$ cat src/rtl/core/pstr_pkg.sv
// Shared types and constants of the shaded line and triangle rasterizer.
package pstr_pkg;

  localparam int NUM_LANES = 5;
  localparam int LANE_X = 0;
  localparam int LANE_Y = 1;
  localparam int LANE_R = 2;
  localparam int COORD_W = 11;
  localparam int COLOUR_W = 24;
  localparam int CHAN_W = 8;

  localparam logic [1:0] CMD_LINE = 2'd0;
  localparam logic [1:0] CMD_TRI  = 2'd1;
  localparam logic [1:0] CMD_READ = 2'd2;

  typedef struct packed {
    logic capture;
    logic setup;
    logic div_start;
    logic row_load;
    logic step;
    logic row_next;
    logic clear_wr;
    logic read_issue;
    logic result_load;
    logic tri_mode;
    logic result_read;
  } pstr_ctrl_t;

  typedef struct packed {
    logic div_done;
    logic clear_last;
  } pstr_stat_t;

endpackage

$ cat src/rtl/core/pstr_ctrl.sv
// Controller: sequences clearing, row division, point stepping, reads and results.
module pstr_ctrl #(
  parameter int STEPS = 100
) (
  input  logic                 clk,
  input  logic                 rst,
  input  logic                 in_valid,
  output logic                 in_stall,
  input  logic [1:0]           cmd,
  output logic                 out_valid,
  input  logic                 out_stall,
  output pstr_pkg::pstr_ctrl_t ctrl,
  input  pstr_pkg::pstr_stat_t stat
);

  import pstr_pkg::*;

  localparam int SW = $clog2(STEPS + 1);
  localparam logic [SW-1:0] LAST = SW'(STEPS);

  typedef enum logic [3:0] {
    S_CLEAR, S_IDLE, S_SETUP, S_START, S_DIV, S_STEP, S_DRAIN, S_READ, S_DONE
  } state_t;

  state_t        state;
  logic [1:0]    mode;
  logic [SW-1:0] outer_step;
  logic [SW-1:0] inner_step;
  logic          drain;
  logic          out_free;

  assign out_free = !out_valid || !out_stall;
  assign in_stall = state != S_IDLE;

  always_ff @(posedge clk) begin
    if (rst) begin
      state      <= S_CLEAR;
      mode       <= CMD_LINE;
      outer_step <= '0;
      inner_step <= '0;
      drain      <= 1'b0;
      out_valid  <= 1'b0;
    end else begin
      out_valid <= ctrl.result_load || (out_valid && out_stall);
      case (state)
        S_CLEAR: begin
          if (stat.clear_last) begin
            state <= S_IDLE;
          end
        end
        S_IDLE: begin
          if (in_valid) begin
            mode <= cmd;
            case (cmd) inside
              CMD_LINE, CMD_TRI: state <= S_SETUP;
              CMD_READ:          state <= S_READ;
              default:           state <= S_DONE;
            endcase
          end
        end
        S_SETUP: begin
          outer_step <= '0;
          state      <= S_START;
        end
        S_START: begin
          state <= S_DIV;
        end
        S_DIV: begin
          if (stat.div_done) begin
            inner_step <= '0;
            state      <= S_STEP;
          end
        end
        S_STEP: begin
          if (inner_step == LAST) begin
            inner_step <= '0;
            if (mode != CMD_TRI || outer_step == LAST) begin
              outer_step <= '0;
              drain      <= 1'b0;
              state      <= S_DRAIN;
            end else begin
              outer_step <= outer_step + 1'b1;
              state      <= S_START;
            end
          end else begin
            inner_step <= inner_step + 1'b1;
          end
        end
        S_DRAIN: begin
          drain <= 1'b1;
          if (drain) begin
            state <= S_DONE;
          end
        end
        S_READ: begin
          state <= S_DONE;
        end
        S_DONE: begin
          if (out_free) begin
            state <= S_IDLE;
          end
        end
        default: begin
          state <= S_IDLE;
        end
      endcase
    end
  end

  always_comb begin
    ctrl             = '0;
    ctrl.capture     = (state == S_IDLE) && in_valid;
    ctrl.setup       = state == S_SETUP;
    ctrl.div_start   = state == S_START;
    ctrl.row_load    = (state == S_DIV) && stat.div_done;
    ctrl.step        = state == S_STEP;
    ctrl.row_next    = (state == S_STEP) && (inner_step == LAST) &&
                       (mode == CMD_TRI) && (outer_step != LAST);
    ctrl.clear_wr    = state == S_CLEAR;
    ctrl.read_issue  = state == S_READ;
    ctrl.result_load = (state == S_DONE) && out_free;
    ctrl.tri_mode    = mode == CMD_TRI;
    ctrl.result_read = mode == CMD_READ;
  end

endmodule

$ cat config.mk
export PLATFORM = sky130hd
export DESIGN_NAME = pstr_ctrl
export DESIGN_NICKNAME = d
export VERILOG_FILES = /design/src/rtl/core/pstr_pkg.sv /design/src/rtl/core/pstr_ctrl.sv
export SDC_FILE = /design/constraint.sdc
export NUM_CORES = 1
export LEC_CHECK = 0
export BUFFER_PORTS_ARGS = -buffer_cell sky130_fd_sc_hd__buf_2
export CAP_MARGIN = 15
export CORE_MARGIN = 8
export CORE_UTILIZATION = 60
export CTS_BUF_LIST = sky130_fd_sc_hd__clkbuf_2
export CTS_CLUSTER_DIAMETER = 100
export DETAILED_ROUTE_END_ITERATION = 7
export PLACE_DENSITY = 0.91
export SLEW_MARGIN = 30
export SYNTH_ARGS = -nofsm -noshare
export SYNTH_HDL_FRONTEND = slang
export SYNTH_SLANG_ARGS = --single-unit
export TNS_END_PERCENT = 100
$ cat constraint.sdc
create_clock -name clk -period 4.8 [get_ports clk]
set_clock_uncertainty 0.1 [all_clocks]
set_input_delay 0.96 -clock clk [delete_from_list [all_inputs] [get_ports clk]]
set_output_delay 0.96 -clock clk [all_outputs]
set_load 0.02 [all_outputs]
# --- Yosys cells after proc, flatten, opt, wreduce, memory -nomap -nowiden ---
# Index checks and enable logic that the tools add are counted.
word_totals:
  reg_bits: 22
  inputBits: 8
  out_inout_bits: 13
  word_cells: 74
classes:
  add_sub_neg: 2
  n_eq_ne: 24
  muxes: 19
  reduce_logical: 23
ops:
  columns: ["cell", "n"]
  rows:
  - ["$pmux 4 s9", 1]
  - ["$mux 4", 8]
  - ["$mux 7", 4]
  - ["$pmux 7 s2", 2]
  - ["$eq 4x3->1 const B", 4]
  - ["$add 7x1->7 const B", 2]
  - ["$eq 7x7->1 const B", 2]
  - ["$eq 4x2->1 const B", 2]
  - ["$ne 2x1->1 const B", 4]
  - ["$ne 2x2->1 const B", 4]
  - ["$logic_and 1x1->1", 7]
  - ["$ne 7x7->1 const B", 1]
  - ["$reduce_and 2->1", 3]
  - ["$reduce_and 6->1", 1]
  - ["$reduce_bool 2->1", 3]
  - ["$eq 2x1->1 const B", 2]
  - ["$eq 2x2->1 const B", 2]
  - ["$eq 4x1->1 const B", 1]
  - ["$eq 4x4->1 const B", 1]
  - ["$logic_not 4->1", 1]
  - ["$ne 4x1->1 const B", 1]
  - ["$logic_or 1x1->1", 3]
  - ["$mux 3", 1]
  - ["$reduce_and 3->1", 1]
  - ["5 further kinds", 7]

# --- Depth between registers and ports, before layout ---
depth:
  depth_word: 5
  depth_mapped: 8

# --- Worst setup path before layout ---
# No wires, ideal clock.
synth_path:
  path_kind: "register -> output"
  from: "register mode[0]"
  to: "output port ctrl[5] in the netlist's numbering"
  arrival_ps: 1672
  required_ps: 3740
  slack_ps: 2068
  stages_incl_launch_ff: 4
  cell_sequence: "dfxtp_1 > nor2b_1 > o41ai_1 > nor4_1"
synth_rtl:
  columns: ["element", "line_no", "text"]
  rows:
  - ["start: declaration", "pstr_ctrl.sv:26", "logic [1:0] mode;"]
  - ["start signal: assignment", "pstr_ctrl.sv:53", "mode <= cmd;"]
  - ["end: declaration", "pstr_ctrl.sv:12", "output pstr_pkg::pstr_ctrl_t ctrl,"]

==> results.md <==
STA:
- Static timing analysis puts the maximum clock frequency at roughly 330 MHz.
- The number of failing setup endpoints in the final timing report is 0.
- Subtracting the final worst setup slack from the clock period gives 2.997 ns.
- The final hold violation count is 0.
- In the final timing run, aggregate negative setup slack is 0 ns.
- After layout, the worst path uses between 60% and 70% of the clock period.
- The worst max-slew margin expressed relative to the limit is 48.58%.
- At the pin with the least slew margin, the transition time is approximately 0.77 ns.
- On the final layout, the worst hold slack is between 0.4 and 0.5 ns.
- The least setup slack across all paths after layout is 1.803 ns.
- Setup repair after global routing left no endpoint under its margin.
- The number of slew-limit violations in the final report is 0.

Synth:
- Synthesis handed over a netlist of roughly 170 instances.
- In this run, synthesis produced a sequential element count of 22.
- The post-synth net total is 180.
- The Yosys step of the flow raised 0 warnings.
- The biggest area contributor in the post-synthesis netlist is dfxtp_1.
- By area the synthesized netlist is led by dfxtp_1 33%, nor2_1 6.2%, a21oi_1 4.9%.
- The area fraction in compound gates after synthesis is between 10% and 20%.
- The synthesized area is roughly 0.0013 mm^2.
- The parity-gate share of the synthesized area counting xor and xnor cells is under 10%.
- In the synthesized netlist the async set-or-reset flop fraction comes to 0%.
- The basic-gate share of the synthesized area counting and, or, nand and nor cells is a little under a third.
- The number of distinct standard cells referenced by the synthesized netlist is ~40.
- The dominant register cell in the synthesized netlist is dfxtp_1.
- After synthesis, the share of cell area in mux cells is between 3 and 4%.
- The number of flops mapped to enable cells by yosys is 0.
- Ranked by instance count, the synthesized netlist is headed by 22 x dfxtp_1, 22 x nor2_1, 16 x nand2_1, 13 x a21oi_1, 10 x inv_1.
- After synthesis, flip-flops and latches occupy between 30% and 40% of the total area.
- The area share of the largest cell type after synthesis is 33.11%.
- After synthesis, the largest family of logic cells by area is simple AND/OR/NAND/NOR gates.
- The synthesized netlist devotes around 3.8% of its cell area to adder and majority cells.
- In this run the mean area of a mapped cell was 7.917 um^2.

Finish:
- The repair_antennas step left the layout with diodes totalling 0.
- Relative to the synthesized area, the layout overhead comes to 8.090%.
- The combined area of the multi-input logic cells is about 800 um^2.
- Fill cells in the final layout number slightly above 200.
- The sequential cell area is 440.4 um^2.
- Cells with a size suffix above 1 make up 15.85% of the layout.
- After the last flow step, the layout net total stands at ~200.

Drt:
- The final routed DRC violation total is 0.
- For this block, the initial DRC count from the detailed router was slightly above 50.
- The via density per instance is roughly 5.9.
- The total number of vias is 1237.
- The overall routed net length is between 2000 and 3000 um.
- After detailed routing, the average wire length per cell comes to 14.07 um.
- Before antenna repair, the detailed router went through 4 iterations.
- The count of antenna-violating nets left after detailed routing is 0.

CTS:
- The TritonCTS buffer count is 3.
- For the worst-skew pair, the clock arrives at the later sink with an insertion delay of about 0.34 ns.
- CTS built an H-tree with a depth of 1.
- The maximum root-to-sink buffer count is 2.
- The post-cts sizing count is 0.
- The number of buffers inserted by post-CTS setup repair is 0.
- The clock tree from TritonCTS is yes.
- For this design, the CTS-stage hold fixing added 0 buffers.
- CTS saw 22 sinks.
- CTS placed an instance of clkbuf_2 at the clock tree root.
- After clock tree synthesis, the clock-pin slew on the worst setup and hold paths is 0.21 ns.

Setup path:
- At the worst endpoint, the required time is around 3.7 ns.
- The data arrival time of the critical path is slightly below 2 ns.
- The element type at the critical path start is a flip-flop.
- The critical path is of the flip-flop to output pin type.
- The endpoint class of the critical path is an output pin.
- In this run the worst path has a maximum fanout of 15.

Floorplanning:
- The die is between 60 and 70 um wide.
- In this run the count of I/O pins placed on the die edge is 21.
- The initial utilization of the core area, before any placement, comes to 61.91%.
- The number of cell rows is 17.
- The area of the die is 0.003979 mm^2.
- The floorplan step defined a core boundary enclosing around 0.0021 mm^2.
- The die is 63.08 um tall.

Power:
- The peak supply drop is around 0.13 mV.
- For this design the static power due to leakage is roughly 0.00057 uW.
- Combinational logic burns between 10% and 20% of the power.
- The analysis attributes to net switching a power of 94.06 uW.
- The power per standard cell area is between 200 and 250 mW/mm^2.
- The power share of the sequential group is approximately three fifths.
- The internal power is approximately 220 uW.
- The clock network burns between 20% and 30% of the power.
- The switching share of power is between 20% and 30%.

Job:
- The count of maximum capacitance violations is 0.

Global route:
- The maximum number of pins on one net before global-route repair is 17.
- The total routing usage reported by global routing is ~16%.
- Summed over all layers, the global routing overflow is 0.
- The initial antenna violation count is 0.
- The number of global-route vias before repair came to between 1000 and 1500.
- The global-route wire length before repair is 5202 um.

Placed design:
- The routability-driven placement congestion ratio is 0.8879.
- Port buffering added 20 buffers.
- OpenSTA, run right after detailed placement, puts the worst setup slack at ~2.2 ns.
- The half-perimeter wire length of the detailed placement result is around 2300 um.

Min path:
- In this run the worst hold path is classified as flip-flop to flip-flop.

Status:
- The run finished with clean final reports.
-- cell families after synthesis --
logic type	after synthesis
compound gates	34
simple gates	78
buf+inv	19
flops	22
xor+xnor	6
mux	5
fa+ha+maj	4
-- power by group through the flow --
stage	logic [uW]	registers [uW]	clock network (uW)
6_report	48.3	193	76.7
5_1_grt	52.8	194	80.8
4_1_cts	48.4	193	76.2
3_5_place_dp	48.2	196	0
3_3_place_gp	47.2	196	0
2_1_floorplan	38.3	192	0
-- critical path: stages, from the launching register on --
cell and delay (ns):
dfxtp_1 0.64, nand4bb_1 0.38, nor4_1 0.37, buf_2 0.21
-- final timing paths --
check	to	depth (start not counted)	startpoint	slack (ns)
max	ctrl[5]	3	state[0]	1.80
min	inner_step[6]	1	inner_step[6]	0.40
max reg2reg	state[0]	5	state[0]	2.58
min reg2reg	inner_step[6]	1	inner_step[6]	0.40
-- cells in the final DEF (no fill, tap or decap), drive strengths merged, types with 4 or more instances in the layout --
master	instances
a21oi	13
a311oi	6
and3	4
buf	20
dfxtp	22
ha	4
inv	10
mux2i	4
nand2	17
nand2b	4
nand3	8
nor2	22
nor2b	6
nor3	4
-- state kept, by name (all words and copies together), names as in the netlist --
signal,cells
inner_step,7
outer_step,7
state,4
mode,2
drain,1
out_valid,1
-- layout make-up --
| cell class | count | area share, % |
|---|---|---|
| clock buffers | 3 | 1.044 |
| clock inverters | 1 | 0.2611 |
| inverters | 10 | 2.611 |
| multi-input cells | 127 | 56.05 |
| flip-flops and latches | 22 | 30.64 |
| well taps | 28 | 2.437 |
| repair buffers | 20 | 6.963 |
-- per-layer routing --
layer	wire, um	share of wire (%)	track usage [%]	up-vias
met1	1241	42	18.05	561
met2	1425	48	25.48	45
met3	266	9.0	4.417	5
met4	36	1.2	7.407	0
li1	-	-	-	626
met5	0	0	0	-
-- metrics by stage --
stage,instances,power (uW),util (%),area (um^2)
6_report,211,317.8,66.92,1438
5_1_grt,211,328.0,66.92,1438
4_1_cts,211,317.2,66.92,1438
3_5_place_dp,207,244.5,66.05,1419
3_3_place_gp,207,243.0,66.05,1419
2_1_floorplan,168,230.6,-,1330
No activity file was read; power rests on OpenSTA's default activity.
